### src/rtl/quadrature_detent_decoder_assert.svh
// Assertion macros for the quadrature detent decoder.
// Used by the top level; expects clk and arst_n in scope.
`ifndef QUADRATURE_DETENT_DECODER_ASSERT_SVH
`define QUADRATURE_DETENT_DECODER_ASSERT_SVH

`ifndef SYNTH
`define QDD_ASSERT_IMP(lbl, ante, cons) \
	lbl: assert property (@(posedge clk) disable iff (!arst_n) (ante) |-> (cons)) \
		else $error("qdd assertion failed");
`define QDD_ASSERT_NEXT(lbl, ante, cons) \
	lbl: assert property (@(posedge clk) disable iff (!arst_n) (ante) |=> (cons)) \
		else $error("qdd assertion failed");
`else
`define QDD_ASSERT_IMP(lbl, ante, cons)
`define QDD_ASSERT_NEXT(lbl, ante, cons)
`endif

`endif

### src/rtl/qdd_pkg.sv
// Shared types, constants and lookup functions of the quadrature detent decoder.
// No dependencies; compiled first.
package qdd_pkg;

	localparam int OP_W    = 2;
	localparam int PIN_W   = 2;
	localparam int CTL_W   = 16;
	localparam int STEP_W  = 15;
	localparam int SPD_W   = 3;
	localparam int VAL_W   = 16;
	localparam int CFG_W   = 16;
	localparam int IDX_W   = 2;
	localparam int PEND_W  = 8;
	localparam int ACC_W   = 4;
	localparam int CHUNK_W = 7;
	localparam int BIT_W   = 3;
	localparam int PROD_W  = 15;

	localparam logic [OP_W-1:0] OP_SAMPLE = 2'd0;
	localparam logic [OP_W-1:0] OP_DRAIN  = 2'd1;
	localparam logic [OP_W-1:0] OP_RESYNC = 2'd2;

	localparam logic [IDX_W-1:0] REG_MODE = 2'd0;
	localparam logic [IDX_W-1:0] REG_STEP = 2'd1;
	localparam logic [IDX_W-1:0] REG_SPD  = 2'd2;
	localparam logic [IDX_W-1:0] REG_CTL  = 2'd3;

	localparam logic signed [PEND_W-1:0] DIR_CAP = 8'sd8;
	localparam logic signed [PEND_W-1:0] REL_CAP = 8'sd127;
	localparam logic [PROD_W-1:0] VALUE_MAX = 15'd32767;
	localparam logic signed [STEP_W-1:0] STEP_MIN = {1'b1, {(STEP_W-1){1'b0}}};
	localparam logic signed [STEP_W-1:0] STEP_FLOOR = STEP_MIN + 15'sd1;

	localparam logic signed [STEP_W-1:0] STEP_RESET = 15'sd1;
	localparam logic [SPD_W-1:0] SPD_RESET = 3'd4;

	typedef enum logic [1:0] {
		ST_IDLE,
		ST_DIV,
		ST_CHUNK,
		ST_LOAD
	} qdd_state_t;

	typedef struct packed {
		logic sample;
		logic resync;
		logic drain;
		logic div_step;
		logic chunk;
		logic load;
	} qdd_cmd_t;

	typedef struct packed {
		logic nothing;
		logic relative;
		logic div_done;
		logic last;
		logic out_free;
	} qdd_sts_t;

	function automatic logic [PIN_W-1:0] cw_next(input logic [PIN_W-1:0] p);
		logic [PIN_W-1:0] r;
		case (p)
			2'd0: r = 2'd1;
			2'd1: r = 2'd3;
			2'd2: r = 2'd0;
			default: r = 2'd2;
		endcase
		return r;
	endfunction

	function automatic logic [PIN_W-1:0] ccw_next(input logic [PIN_W-1:0] p);
		logic [PIN_W-1:0] r;
		case (p)
			2'd0: r = 2'd2;
			2'd1: r = 2'd0;
			2'd2: r = 2'd3;
			default: r = 2'd1;
		endcase
		return r;
	endfunction

endpackage

### src/rtl/qdd_if.sv
// Valid/ready channel interfaces for input items and result items.
// Depends on nothing; payload widths match the package constants.
interface qdd_in_if;
	logic       valid;
	logic       ready;
	logic [1:0] operation;
	logic [1:0] pin_state;

	modport source (output valid, output operation, output pin_state, input ready);
	modport sink (input valid, input operation, input pin_state, output ready);
endinterface

interface qdd_out_if;
	logic               valid;
	logic               ready;
	logic [15:0]        control_number_out;
	logic               is_relative;
	logic signed [15:0] turn_value;
	logic               last;

	modport source (output valid, output control_number_out, output is_relative,
		output turn_value, output last, input ready);
	modport sink (input valid, input control_number_out, input is_relative,
		input turn_value, input last, output ready);
endinterface

### src/rtl/qdd_ctrl.sv
// Controller state machine: accepts items and sequences the drain work.
// Depends on qdd_pkg for the state, command and status types.
module qdd_ctrl (
	input  logic                        clk,
	input  logic                        arst_n,
	input  logic                        valid,
	input  logic [qdd_pkg::OP_W-1:0]    operation,
	output logic                        ready,
	input  qdd_pkg::qdd_sts_t           sts,
	output qdd_pkg::qdd_cmd_t           cmd
);
	import qdd_pkg::*;

	qdd_state_t state_q, state_n;
	logic       take;

	assign take = valid && (state_q == ST_IDLE);

	always_ff @(posedge clk or negedge arst_n) begin
		if (!arst_n) begin
			state_q <= ST_IDLE;
		end else begin
			state_q <= state_n;
		end
	end

	always_comb begin
		state_n = state_q;
		case (state_q)
			ST_IDLE: begin
				if (take && operation == OP_DRAIN && !sts.nothing) begin
					state_n = sts.relative ? ST_DIV : ST_CHUNK;
				end
			end
			ST_DIV: begin
				if (sts.div_done) state_n = ST_CHUNK;
			end
			ST_CHUNK: state_n = ST_LOAD;
			ST_LOAD: begin
				if (sts.out_free) state_n = sts.last ? ST_IDLE : ST_CHUNK;
			end
			default: state_n = ST_IDLE;
		endcase
	end

	always_comb begin
		cmd   = '0;
		ready = 1'b0;
		case (state_q)
			ST_IDLE: begin
				ready      = 1'b1;
				cmd.sample = take && operation == OP_SAMPLE;
				cmd.drain  = take && operation == OP_DRAIN;
				cmd.resync = take && operation == OP_RESYNC;
			end
			ST_DIV:   cmd.div_step = 1'b1;
			ST_CHUNK: cmd.chunk = 1'b1;
			ST_LOAD:  cmd.load = sts.out_free;
			default: ;
		endcase
	end

endmodule

### src/rtl/qdd_dp.sv
// Datapath: configuration registers, quadrature decode, detent count,
// bit-serial chunk limit, chunk multiply and output register. Depends on qdd_pkg.
module qdd_dp (
	input  logic                               clk,
	input  logic                               arst_n,
	input  qdd_pkg::qdd_cmd_t                  cmd,
	output qdd_pkg::qdd_sts_t                  sts,
	input  logic [qdd_pkg::PIN_W-1:0]          pin_state,
	input  logic                               wr_en,
	input  logic [qdd_pkg::IDX_W-1:0]          wr_index,
	input  logic [qdd_pkg::CFG_W-1:0]          wr_data,
	output logic                               out_valid,
	input  logic                               out_ready,
	output logic [qdd_pkg::CTL_W-1:0]          control_number_out,
	output logic                               is_relative,
	output logic signed [qdd_pkg::VAL_W-1:0]   turn_value,
	output logic                               last
);
	import qdd_pkg::*;

	logic                      mode_q;
	logic signed [STEP_W-1:0]  step_q;
	logic [SPD_W-1:0]          spd_q;
	logic [CTL_W-1:0]          ctl_q;

	logic [PIN_W-1:0]          prev_q;
	logic signed [ACC_W-1:0]   acc_q;
	logic signed [PEND_W-1:0]  pend_q;
	logic                      init_q;

	logic signed [PEND_W-1:0]  d_q;
	logic [CHUNK_W-1:0]        maxc_q;
	logic [PROD_W-1:0]         prod_q;
	logic [BIT_W-1:0]          bit_q;
	logic signed [VAL_W-1:0]   val_q;
	logic                      last_q;

	logic                      out_valid_q;
	logic signed [VAL_W-1:0]   out_value_q;
	logic                      out_last_q;

	logic [SPD_W-1:0]          spd_eff;
	logic signed [ACC_W:0]     spd_s, acc_x, acc_a, acc_b;
	logic                      up, dn, det_up, det_dn;
	logic signed [PEND_W-1:0]  cap, pend_n, pend_c;
	logic signed [STEP_W-1:0]  step_n, neg_step;
	logic [STEP_W-2:0]         mag;
	logic [20:0]               trial;
	logic                      fit;
	logic signed [PEND_W-1:0]  maxc_s, neg_maxc, chunk, d_next;
	logic signed [22:0]        mul;
	logic signed [VAL_W-1:0]   val_n;

	assign spd_eff = (spd_q == '0) ? 3'd1 : spd_q;
	assign spd_s   = signed'({2'b00, spd_eff});
	assign acc_x   = {acc_q[ACC_W-1], acc_q};
	assign up      = (cw_next(prev_q) == pin_state);
	assign dn      = (ccw_next(prev_q) == pin_state);
	assign acc_a   = acc_x + (up ? 5'sd1 : 5'sd0) - (dn ? 5'sd1 : 5'sd0);
	assign det_up  = (acc_a >= spd_s);
	assign det_dn  = (acc_a <= -spd_s);
	assign acc_b   = det_up ? acc_a - spd_s : (det_dn ? acc_a + spd_s : acc_a);
	assign cap     = mode_q ? REL_CAP : DIR_CAP;

	always_comb begin
		pend_n = pend_q;
		if (det_up && pend_q < cap) pend_n = pend_q + 8'sd1;
		else if (det_dn && pend_q > -cap) pend_n = pend_q - 8'sd1;
	end

	assign pend_c = (pend_q > DIR_CAP) ? DIR_CAP : ((pend_q < -DIR_CAP) ? -DIR_CAP : pend_q);

	assign step_n   = (step_q == STEP_MIN) ? STEP_FLOOR : step_q;
	assign neg_step = -step_n;
	assign mag      = step_n[STEP_W-1] ? neg_step[STEP_W-2:0] : step_n[STEP_W-2:0];
	assign trial    = {6'b0, prod_q} + ({7'b0, mag} << bit_q);
	assign fit      = (trial <= {6'b0, VALUE_MAX});

	assign maxc_s   = signed'({1'b0, maxc_q});
	assign neg_maxc = -maxc_s;
	assign chunk    = (d_q > maxc_s) ? maxc_s : ((d_q < neg_maxc) ? neg_maxc : d_q);
	assign d_next   = d_q - chunk;
	assign mul      = chunk * step_n;
	assign val_n    = mode_q ? mul[VAL_W-1:0] : {{(VAL_W-PEND_W){chunk[PEND_W-1]}}, chunk};

	always_ff @(posedge clk or negedge arst_n) begin
		if (!arst_n) begin
			mode_q <= 1'b0;
			step_q <= STEP_RESET;
			spd_q  <= SPD_RESET;
			ctl_q  <= '0;
		end else if (wr_en) begin
			case (wr_index)
				REG_MODE: mode_q <= wr_data[0];
				REG_STEP: step_q <= signed'(wr_data[STEP_W-1:0]);
				REG_SPD:  spd_q <= wr_data[SPD_W-1:0];
				REG_CTL:  ctl_q <= wr_data[CTL_W-1:0];
				default: ;
			endcase
		end
	end

	always_ff @(posedge clk or negedge arst_n) begin
		if (!arst_n) begin
			prev_q <= '0;
			acc_q  <= '0;
			pend_q <= '0;
			init_q <= 1'b0;
		end else if (cmd.resync) begin
			prev_q <= pin_state;
			acc_q  <= '0;
			pend_q <= '0;
			init_q <= 1'b1;
		end else if (cmd.drain) begin
			pend_q <= '0;
		end else if (cmd.sample && init_q) begin
			prev_q <= pin_state;
			acc_q  <= acc_b[ACC_W-1:0];
			pend_q <= pend_n;
		end
	end

	always_ff @(posedge clk) begin
		if (cmd.drain) begin
			d_q    <= mode_q ? pend_q : pend_c;
			maxc_q <= mode_q ? '0 : 7'd1;
			prod_q <= '0;
			bit_q  <= BIT_W'(CHUNK_W - 1);
		end else if (cmd.div_step) begin
			if (fit) begin
				prod_q        <= trial[PROD_W-1:0];
				maxc_q[bit_q] <= 1'b1;
			end
			bit_q <= bit_q - 3'd1;
		end else if (cmd.chunk) begin
			d_q    <= d_next;
			val_q  <= val_n;
			last_q <= (d_next == '0);
		end
	end

	always_ff @(posedge clk or negedge arst_n) begin
		if (!arst_n) begin
			out_valid_q <= 1'b0;
		end else if (cmd.load) begin
			out_valid_q <= 1'b1;
		end else if (out_ready) begin
			out_valid_q <= 1'b0;
		end
	end

	always_ff @(posedge clk) begin
		if (cmd.load) begin
			out_value_q <= val_q;
			out_last_q  <= last_q;
		end
	end

	assign sts.nothing  = (pend_q == '0);
	assign sts.relative = mode_q;
	assign sts.div_done = (bit_q == '0);
	assign sts.last     = last_q;
	assign sts.out_free = !out_valid_q || out_ready;

	assign out_valid          = out_valid_q;
	assign control_number_out = ctl_q;
	assign is_relative        = mode_q;
	assign turn_value         = out_value_q;
	assign last               = out_last_q;

endmodule

### src/rtl/quadrature_detent_decoder.sv
// Top level of the quadrature detent decoder: controller plus datapath.
// Depends on qdd_pkg, qdd_if, qdd_ctrl, qdd_dp and the assertion header.
//
// Usage:
//   item   carries operation (sample, drain, resync) and the two pin levels.
//   result carries control number, mode flag, signed turn value and last.
//   wr_en/wr_index/wr_data write mode, step size, steps per detent and
//   control number; write only while no drain is in progress.
// Samples and resyncs may arrive every clock while no drain is in progress.
// A drain takes the item, then in relative mode finds the chunk limit
// (one quotient bit per cycle), then for each result does a chunk multiply
// and an output load. Direction mode skips the limit search. A drain
// produces 0 to 64 results; no item is taken until its last result is in
// the output register. Samples before the first resync are ignored.
// A stalled receiver holds the output register; while the last result of
// a drain waits, new items are already taken.
// Reset sets config defaults and clears decode and valid state, not data registers.
`include "quadrature_detent_decoder_assert.svh"

module quadrature_detent_decoder (
	input  logic                          clk,
	input  logic                          arst_n,
	qdd_in_if.sink                        item,
	qdd_out_if.source                     result,
	input  logic                          wr_en,
	input  logic [qdd_pkg::IDX_W-1:0]     wr_index,
	input  logic [qdd_pkg::CFG_W-1:0]     wr_data
);
	import qdd_pkg::*;

	qdd_cmd_t cmd;
	qdd_sts_t sts;

	qdd_ctrl u_ctrl (
		.clk       (clk),
		.arst_n    (arst_n),
		.valid     (item.valid),
		.operation (item.operation),
		.ready     (item.ready),
		.sts       (sts),
		.cmd       (cmd)
	);

	qdd_dp u_dp (
		.clk                (clk),
		.arst_n             (arst_n),
		.cmd                (cmd),
		.sts                (sts),
		.pin_state          (item.pin_state),
		.wr_en              (wr_en),
		.wr_index           (wr_index),
		.wr_data            (wr_data),
		.out_valid          (result.valid),
		.out_ready          (result.ready),
		.control_number_out (result.control_number_out),
		.is_relative        (result.is_relative),
		.turn_value         (result.turn_value),
		.last               (result.last)
	);

	`QDD_ASSERT_IMP(a_ready_no_work, item.ready, !cmd.chunk && !cmd.div_step && !cmd.load)
	`QDD_ASSERT_NEXT(a_load_valid, cmd.load, result.valid)
	`QDD_ASSERT_NEXT(a_rel_drain_div, cmd.drain && sts.relative && !sts.nothing, cmd.div_step)

endmodule
### src/flat_wrapper.sv
// flat-port wrapper written by rule: the top's interface ports become plain ports
module quadrature_detent_decoder_flat import qdd_pkg::*;
  (clk, arst_n, wr_en, wr_index, wr_data, item_valid, item_operation, item_pin_state, item_ready, result_valid, result_control_number_out, result_is_relative, result_turn_value, result_last, result_ready);
  qdd_in_if item_i ();
  qdd_out_if result_i ();
  input  logic clk;
  input  logic arst_n;
  input  logic wr_en;
  input  logic [qdd_pkg::IDX_W-1:0] wr_index;
  input  logic [qdd_pkg::CFG_W-1:0] wr_data;
  input wire logic [$bits(item_i.valid)-1:0] item_valid;
  input wire logic [$bits(item_i.operation)-1:0] item_operation;
  input wire logic [$bits(item_i.pin_state)-1:0] item_pin_state;
  output wire logic [$bits(item_i.ready)-1:0] item_ready;
  output wire logic [$bits(result_i.valid)-1:0] result_valid;
  output wire logic [$bits(result_i.control_number_out)-1:0] result_control_number_out;
  output wire logic [$bits(result_i.is_relative)-1:0] result_is_relative;
  output wire logic [$bits(result_i.turn_value)-1:0] result_turn_value;
  output wire logic [$bits(result_i.last)-1:0] result_last;
  input wire logic [$bits(result_i.ready)-1:0] result_ready;
  assign item_i.valid = item_valid;
  assign item_i.operation = item_operation;
  assign item_i.pin_state = item_pin_state;
  assign item_ready = item_i.ready;
  assign result_valid = result_i.valid;
  assign result_control_number_out = result_i.control_number_out;
  assign result_is_relative = result_i.is_relative;
  assign result_turn_value = result_i.turn_value;
  assign result_last = result_i.last;
  assign result_i.ready = result_ready;
  quadrature_detent_decoder u_core (.clk(clk), .arst_n(arst_n), .item(item_i), .result(result_i), .wr_en(wr_en), .wr_index(wr_index), .wr_data(wr_data));
endmodule
### config.mk
export PLATFORM = sky130hd
export DESIGN_NAME = quadrature_detent_decoder_flat
export DESIGN_NICKNAME = d
export VERILOG_FILES = /design/src/rtl/qdd_pkg.sv /design/src/rtl/qdd_if.sv /design/src/rtl/qdd_ctrl.sv /design/src/rtl/qdd_dp.sv /design/src/rtl/quadrature_detent_decoder.sv /design/src/flat_wrapper.sv
export VERILOG_INCLUDE_DIRS = /design/src /design/src/rtl
export SDC_FILE = /design/constraint.sdc
export NUM_CORES = 1
export LEC_CHECK = 0
export BUFFER_PORTS_ARGS = -buffer_cell sky130_fd_sc_hd__buf_2
export CORE_MARGIN = 2
export CORE_UTILIZATION = 53
export CTS_CLUSTER_SIZE = 20
export DETAILED_ROUTE_END_ITERATION = 10
export PLACE_DENSITY = 0.71
export SLEW_MARGIN = 25
export SYNTH_ARGS = -nofsm -noshare
export SYNTH_HDL_FRONTEND = slang
export SYNTH_SLANG_ARGS = --single-unit
### constraint.sdc
create_clock -name clk -period 12.99 [get_ports clk]
set_clock_uncertainty 0.2 [all_clocks]
set_input_delay 0.6495 -clock clk [delete_from_list [all_inputs] [get_ports clk]]
set_output_delay 0.6495 -clock clk [all_outputs]
set_load 0.01 [all_outputs]
* After elaboration in Yosys (flattened, before gate mapping)
Index checks and enable logic that the tools add are counted.
** Storage, ports and cells
- Register bits :: 120
- Word-level logic and storage cells :: 152
** Operators by class
- Shifts and indexed selects :: 1
- Add/sub/neg operators :: 13
- Reductions and logical operators :: 38
- Bitwise operators :: 3
- Mux-type cells :: 49
- Magnitude comparators :: 11
- Eq/ne operators :: 18
- Multipliers :: 1
** Operators with widths (number)
- $mux W8 :: 13
- $mux W7 :: 4
- $add A15 B21 Y21 :: 1
- $le A21 B15 Y1 const B :: 1
- $shl A14 B3 Y21 :: 1
- $mux W4 :: 5
- $reduce_and A2 Y1 :: 9
- $gt A8 B8 Y1 :: 2
- $logic_not A8 Y1 :: 2
- $lt A8 B8 Y1 :: 2
- $mul A8 B15 Y16 :: 1
- $mux W16 :: 1
- $mux W2 :: 8
- $neg A7 Y8 :: 2
- $eq A15 B15 Y1 const B :: 1
- $mux W15 :: 1
- $mux W14 :: 1
- $neg A14 Y14 :: 1
- $eq A2 B2 Y1 const B :: 6
- $pmux W2 S3 :: 2
- $mux W1 :: 10
- $reduce_bool A2 Y1 :: 5
- $logic_and A1 B1 Y1 :: 9
- $add A8 B2 Y8 const B :: 1
- other kinds (30) :: 45

* Logic depth before layout (Yosys ltp)
- Depth in word-level cells :: 13
- Mapped depth :: 33
- Depth with buffers taken out :: 32

* Cells and area by module
From an unflattened synthesis, not the netlist that was laid out.
** Unflattened totals
- Cell total of the unflattened synthesis :: 1232
- Area, all modules :: 11379.7 um2
** Modules (own cells, without submodules)
- qdd_dp :: instances 1, cells each 1213, area each 11224.5 um2
- qdd_ctrl :: instances 1, cells each 19, area each 155.1 um2

* Least setup slack after synthesis
OpenSTA, ideal clock, no wires.
- Path type :: register -> register
- From :: reg u_core.u_dp.maxc_q[0]
- To :: reg u_core.u_dp.val_q[14], data pin
- Cell stages (with the launch flop) :: 33
- Period minus slack after synthesis :: 7.480 ns
- Arrival :: 7.006 ns
- Slack :: 5.510 ns
- Data required time :: 12.516 ns
- Buffers on the path :: 1
- Path through :: edfxtp_1 > inv_1 > ha_1 > nand2_1 > nor3_1 > xnor2_1 > ha_1 > o21ai_0 > a41oi_1 > o21ai_1 > mux2_2 > nor2_1 > o21bai_1 > clkbuf_1 > nor2b_1 > fa_1 > inv_1 > fa_1 > inv_1 > fa_1 > inv_1 > fa_1 > inv_1 > ha_1 > o21ai_0 > a21boi_0 > o21ai_0 > a21boi_0 > o21ai_0 > a21boi_0 > o21a_1 > o21a_1 > o31ai_1
** Between the ends
- Longest elaborated chain between the ends :: 6
- Elaborated cells on any way between the ends :: 7
** Ends and longest elaborated chain
- start, declared :: line qdd_dp.sv:32 : logic [CHUNK_W-1:0] maxc_q;
- start signal, assigned :: line qdd_dp.sv:126 : maxc_q <= mode_q ? '0 : 7'd1;
- $neg A7 Y8 :: line qdd_dp.sv:80 : assign neg_maxc = -maxc_s;
- $lt A8 B8 Y1 :: line qdd_dp.sv:81 : assign chunk = (d_q > maxc_s) ? maxc_s : ((d_q < neg_maxc) ? neg_maxc : d_q);
- $mux W8 :: line qdd_dp.sv:81
- $mux W8 * :: line qdd_dp.sv:81
- $mul A8 B15 Y16 :: line qdd_dp.sv:83 : assign mul = chunk * step_n;
- $mux W16 * :: line qdd_dp.sv:84 : assign val_n = mode_q ? mul[VAL_W-1:0] : {{(VAL_W-PEND_W){chunk[PEND_W-1]}}, chunk};
- named net u_core.u_dp.val_n[14] :: line qdd_dp.sv:52 : logic signed [VAL_W-1:0] val_n;
- end signal, assigned :: line qdd_dp.sv:137 : val_q <= val_n;
- end, declared :: line qdd_dp.sv:35 : logic signed [VAL_W-1:0] val_q;
The timed path passes the listed nets; every way through them passes the cells marked *.
A chain may end at the register's enable or synchronous reset.

* Worst setup path in the final report
Ends and elaborated chain as after synthesis.

==> run_summary.xml <==
<?xml version="1.0" encoding="UTF-8"?>
<metrics>
  <group name="sta">
    <metric name="maxClockFrequency" unit="GHz">0.1195</metric>
    <metric name="setup-violations-final" unit="">0</metric>
    <metric name="worst_slack" unit="ns">4.621</metric>
    <metric name="slew_at_the_pin_closest_to_its_max_slew_limit" unit="ns">1.038</metric>
    <metric name="final.period_utilization" unit="%">64.43</metric>
    <metric name="slew_viol_final" unit="">0</metric>
    <metric name="total_count_of_hold_check_failures_in_the_final_report" unit="">0</metric>
    <metric name="timing.slew.headroom" unit="%">30.19</metric>
    <metric name="grt_setup_unrepaired" unit="">false</metric>
    <metric name="timing.setup.tns" unit="ns">0</metric>
    <metric name="final_period_minus_worst_setup_slack" unit="ns">8.369</metric>
  </group>
  <group name="setup_path">
    <metric name="crit_buf_inv" unit="">4</metric>
    <metric name="regToRegSetupSlack" unit="ns">4.62</metric>
    <metric name="timing.critical_path.max_delay_family" unit="">compound AO/OA/AOI/OAI gates</metric>
    <metric name="timing.critical_path.to_type" unit="">flip-flop</metric>
    <metric name="cp-start-kind" unit="">flip-flop</metric>
    <metric name="critPathSlowestCell" unit="">sky130_fd_sc_hd__o22ai_1</metric>
    <metric name="crit_type" unit="">reg2reg</metric>
    <metric name="largest_driver_fanout_on_the_critical_path" unit="">10</metric>
    <metric name="critPathRequiredTime" unit="ns">13.04</metric>
    <metric name="worst-endpoint-arrival" unit="ns">8.42</metric>
    <metric name="cpPeakStageDelay" unit="ns">0.70</metric>
  </group>
  <group name="cells_and_area">
    <metric name="synth_to_final_area_change" unit="%">10.23</metric>
    <metric name="fill_cell_instance_count_of_the_final_layout" unit="">1871</metric>
    <metric name="post-route-util" unit="%">59.94</metric>
    <metric name="final_layout_size_suffix_gt1_share" unit="%">13.63</metric>
    <metric name="layout.nets" unit="">1502</metric>
  </group>
  <group name="logic_synthesis">
    <metric name="synth_simple_gate_area_share" unit="%">15.39</metric>
    <metric name="yosys_warnings" unit="">0</metric>
    <metric name="synth_area_leaders" unit="">sky130_fd_sc_hd__edfxtp_1, sky130_fd_sc_hd__ha_1, sky130_fd_sc_hd__fa_1</metric>
    <metric name="synthXorXnorAreaFrac" unit="%">5.172</metric>
    <metric name="postSynth.asyncResetShare" unit="%">44.17</metric>
    <metric name="netlist.area_leader.share" unit="%">12.75</metric>
    <metric name="yosysUniqueCellTypes" unit="">86</metric>
    <metric name="synth.yosys.seq_area_share" unit="%">27.39</metric>
    <metric name="synth.mux.area_fraction" unit="%">6.528</metric>
    <metric name="synthAdderAreaFrac" unit="%">23.34</metric>
    <metric name="synth_top_area_cell" unit="">sky130_fd_sc_hd__edfxtp_1</metric>
    <metric name="syn_nets" unit="">1459</metric>
    <metric name="number_of_enable_flip_flop_cells_after_synthesis" unit="">49</metric>
    <metric name="syn-mean-instance-area" unit="sq um">9.179</metric>
    <metric name="postSynthCellCount" unit="">1257</metric>
    <metric name="synth_compound_gate_area_share" unit="%">15.22</metric>
    <metric name="yosys_reg_bits" unit="">120</metric>
    <metric name="ys_flop_type" unit="">sky130_fd_sc_hd__dfrtp_1</metric>
    <metric name="synth_top_family_by_area" unit="">adder cells</metric>
    <metric name="synth.cell_area" unit="sq um">11540</metric>
  </group>
  <group name="floorplanning">
    <metric name="num_rows" unit="">53</metric>
    <metric name="floorplan.die_area" unit="sq um">22970</metric>
    <metric name="die_h" unit="microns">151.6</metric>
    <metric name="initial_core_util" unit="%">54.37</metric>
    <metric name="coreArea" unit="sq um">21220</metric>
    <metric name="boundaryPins" unit="">63</metric>
    <metric name="die_w" unit="microns">151.6</metric>
  </group>
  <group name="cts">
    <metric name="clock-sinks" unit="">120</metric>
    <metric name="post-cts-setup-buffer-count" unit="">0</metric>
    <metric name="clock_tree.root_cell" unit="">sky130_fd_sc_hd__clkbuf_16</metric>
    <metric name="clk-insertion-delay-late" unit="ns">0.44</metric>
    <metric name="post_cts_resized" unit="">0</metric>
    <metric name="inserted_clock_buffers" unit="">17</metric>
    <metric name="clkSlewWorstSetupHoldPaths" unit="ns">0.06</metric>
    <metric name="number_of_h_tree_levels" unit="">4</metric>
    <metric name="clk_path_buf_depth" unit="">2</metric>
    <metric name="hold_buffers" unit="">0</metric>
    <metric name="cts_tree" unit="">yes</metric>
  </group>
  <group name="grt">
    <metric name="wire_length_of_the_first_global_routing_pass" unit="microns">44270</metric>
    <metric name="gr-usage-all-layers" unit="%">24.46</metric>
    <metric name="grt_max_degree" unit="">54</metric>
    <metric name="antenna_found_initial" unit="">2</metric>
    <metric name="grt-ovfl-total" unit="">0</metric>
    <metric name="first_global_vias" unit="">9018</metric>
  </group>
  <group name="placed_design">
    <metric name="placement.setup.worst_slack" unit="ns">4.643</metric>
    <metric name="hpwlAfterDp" unit="microns">19700</metric>
    <metric name="buffer_ports.inserted" unit="">62</metric>
    <metric name="gp_congestion" unit="">0.8987</metric>
  </group>
  <group name="routing">
    <metric name="drtIter0Drc" unit="">682</metric>
    <metric name="wl_per_cell" unit="microns">16.68</metric>
    <metric name="drt_antenna_net_count" unit="">0</metric>
    <metric name="num_vias" unit="">9106</metric>
    <metric name="detail_route.first_pass.iterations" unit="">7</metric>
    <metric name="detail_route.wirelength" unit="microns">26530</metric>
    <metric name="avgViaCountPerCell" unit="">5.727</metric>
    <metric name="drc" unit="">0</metric>
  </group>
  <group name="job">
    <metric name="maxCapViolCount" unit="">0</metric>
  </group>
  <group name="hold_path">
    <metric name="hp-class" unit="">in2async</metric>
  </group>
  <group name="run_status">
    <metric name="status" unit="">finished clean</metric>
  </group>
</metrics>
-- metrics by stage --
stage	cells	cell area (sq um)	hold WS [ns]
2_1_floorplan	1257	11540	0.1539
3_3_place_gp	1556	12080	0.2022
3_5_place_dp	1556	12090	0.2045
4_1_cts	1588	12710	0.1699
5_1_grt	1590	12720	0.1912
6_report	1590	12720	0.1342
-- kinds of logic (layout without fill, tap and decap cells) --
group / count (synthesis) / after routing
other: 1 / 3
XOR/XNOR: 65 / 65
adder cells (fa/ha/maj): 175 / 175
AO/OA/AOI/OAI: 261 / 261
AND/OR/NAND/NOR: 360 / 360
multiplexers: 69 / 69
buffers and inverters: 206 / 262
flip-flops: 120 / 120
-- cells in the mapped netlist (6+ instances only) --
cell,instances
sky130_fd_sc_hd__nand2b_1,14
sky130_fd_sc_hd__mux2i_1,28
sky130_fd_sc_hd__a21oi_1,67
sky130_fd_sc_hd__xor2_1,23
sky130_fd_sc_hd__nor3_1,18
sky130_fd_sc_hd__dfrtp_1,51
sky130_fd_sc_hd__o21ai_2,9
sky130_fd_sc_hd__xnor2_1,40
sky130_fd_sc_hd__inv_1,153
sky130_fd_sc_hd__nor2b_1,34
sky130_fd_sc_hd__o31ai_1,10
sky130_fd_sc_hd__o211ai_1,6
sky130_fd_sc_hd__and2_1,38
sky130_fd_sc_hd__mux2_2,40
sky130_fd_sc_hd__o22ai_1,6
sky130_fd_sc_hd__o21ai_0,63
sky130_fd_sc_hd__clkbuf_1,45
sky130_fd_sc_hd__o21a_1,8
sky130_fd_sc_hd__nand2_1,95
sky130_fd_sc_hd__a31oi_1,9
sky130_fd_sc_hd__o21bai_1,11
sky130_fd_sc_hd__a21o_1,18
sky130_fd_sc_hd__nand3_1,27
sky130_fd_sc_hd__nor2_1,93
sky130_fd_sc_hd__fa_1,67
sky130_fd_sc_hd__edfxtp_1,49
sky130_fd_sc_hd__dfxtp_1,18
sky130_fd_sc_hd__ha_1,108
-- registers in the layout (all words and copies together), names as in the netlist --
name,flops
u_core.u_dp.step_q,15
u_core.u_dp.is_relative,1
u_core.u_dp.prod_q,15
u_core.u_dp.last,1
u_core.u_dp.acc_q,4
u_core.u_dp.maxc_q,7
u_core.u_dp.val_q,16
u_core.u_dp.pend_q,8
u_core.u_dp.init_q,1
u_core.u_dp.prev_q,2
u_core.u_dp.out_valid,1
u_core.u_dp.bit_q,3
u_core.u_ctrl.state_q,2
u_core.u_dp.last_q,1
u_core.u_dp.turn_value,16
u_core.u_dp.control_number_out,16
u_core.u_dp.d_q,8
u_core.u_dp.spd_q,3
-- final cells by class --
cell class                 instances  area (sq um)  share of cell area (%)
antenna                            2         5.005                 0.03935
clock buffer                      20         479.2                   3.768
clock inverter                    12         135.1                   1.062
inverter                         154         578.1                   4.545
multi-input combinational        931          7601                   59.76
sequential                       120          3161                   24.85
tap                              275         344.1                   2.705
timing repair buffer              76         415.4                   3.266
-- cell usage in the layout (no fill, tap or decap), types with 19 or more instances in the layout --
master,n
sky130_fd_sc_hd__a21oi_1,66
sky130_fd_sc_hd__and2_1,38
sky130_fd_sc_hd__buf_2,62
sky130_fd_sc_hd__clkbuf_16,19
sky130_fd_sc_hd__dfrtp_1,51
sky130_fd_sc_hd__edfxtp_1,49
sky130_fd_sc_hd__fa_1,67
sky130_fd_sc_hd__ha_1,108
sky130_fd_sc_hd__inv_1,153
sky130_fd_sc_hd__mux2_2,40
sky130_fd_sc_hd__mux2i_1,28
sky130_fd_sc_hd__nand2_1,95
sky130_fd_sc_hd__nand3_1,27
sky130_fd_sc_hd__nor2_1,93
sky130_fd_sc_hd__nor2b_1,34
sky130_fd_sc_hd__o21ai_0,61
sky130_fd_sc_hd__xnor2_1,40
sky130_fd_sc_hd__xor2_1,23
-- path summary, 6_finish.rpt --
check / startpoint / end / cells past startpoint
min in group clk: result_ready / u_core.u_dp.out_valid / 2
hold reg to reg: u_core.u_dp.val_q[5] / u_core.u_dp.turn_value[5] / 0
setup / recovery: u_core.u_dp.maxc_q[0] / u_core.u_dp.val_q[14] / 29
max in group asynchronous: arst_n / u_core.u_dp.control_number_out[6] / 2
hold / removal: arst_n / u_core.u_dp.prev_q[1] / 2
setup reg to reg: u_core.u_dp.maxc_q[0] / u_core.u_dp.val_q[14] / 29
-- layer usage --
layer / global-route usage (%) / wire length (microns) / up-vias
met5: 0 / 0 / -
met4: 8.380 / 636 / 0
met3: 3.593 / 1243 / 53
met2: 42.62 / 13220 / 240
met1: 31.16 / 11420 / 4422
li1: - / - / 4391
Power is not shown: default switching activity piles up to over one toggle a cycle in this logic, so the estimate is an artifact.
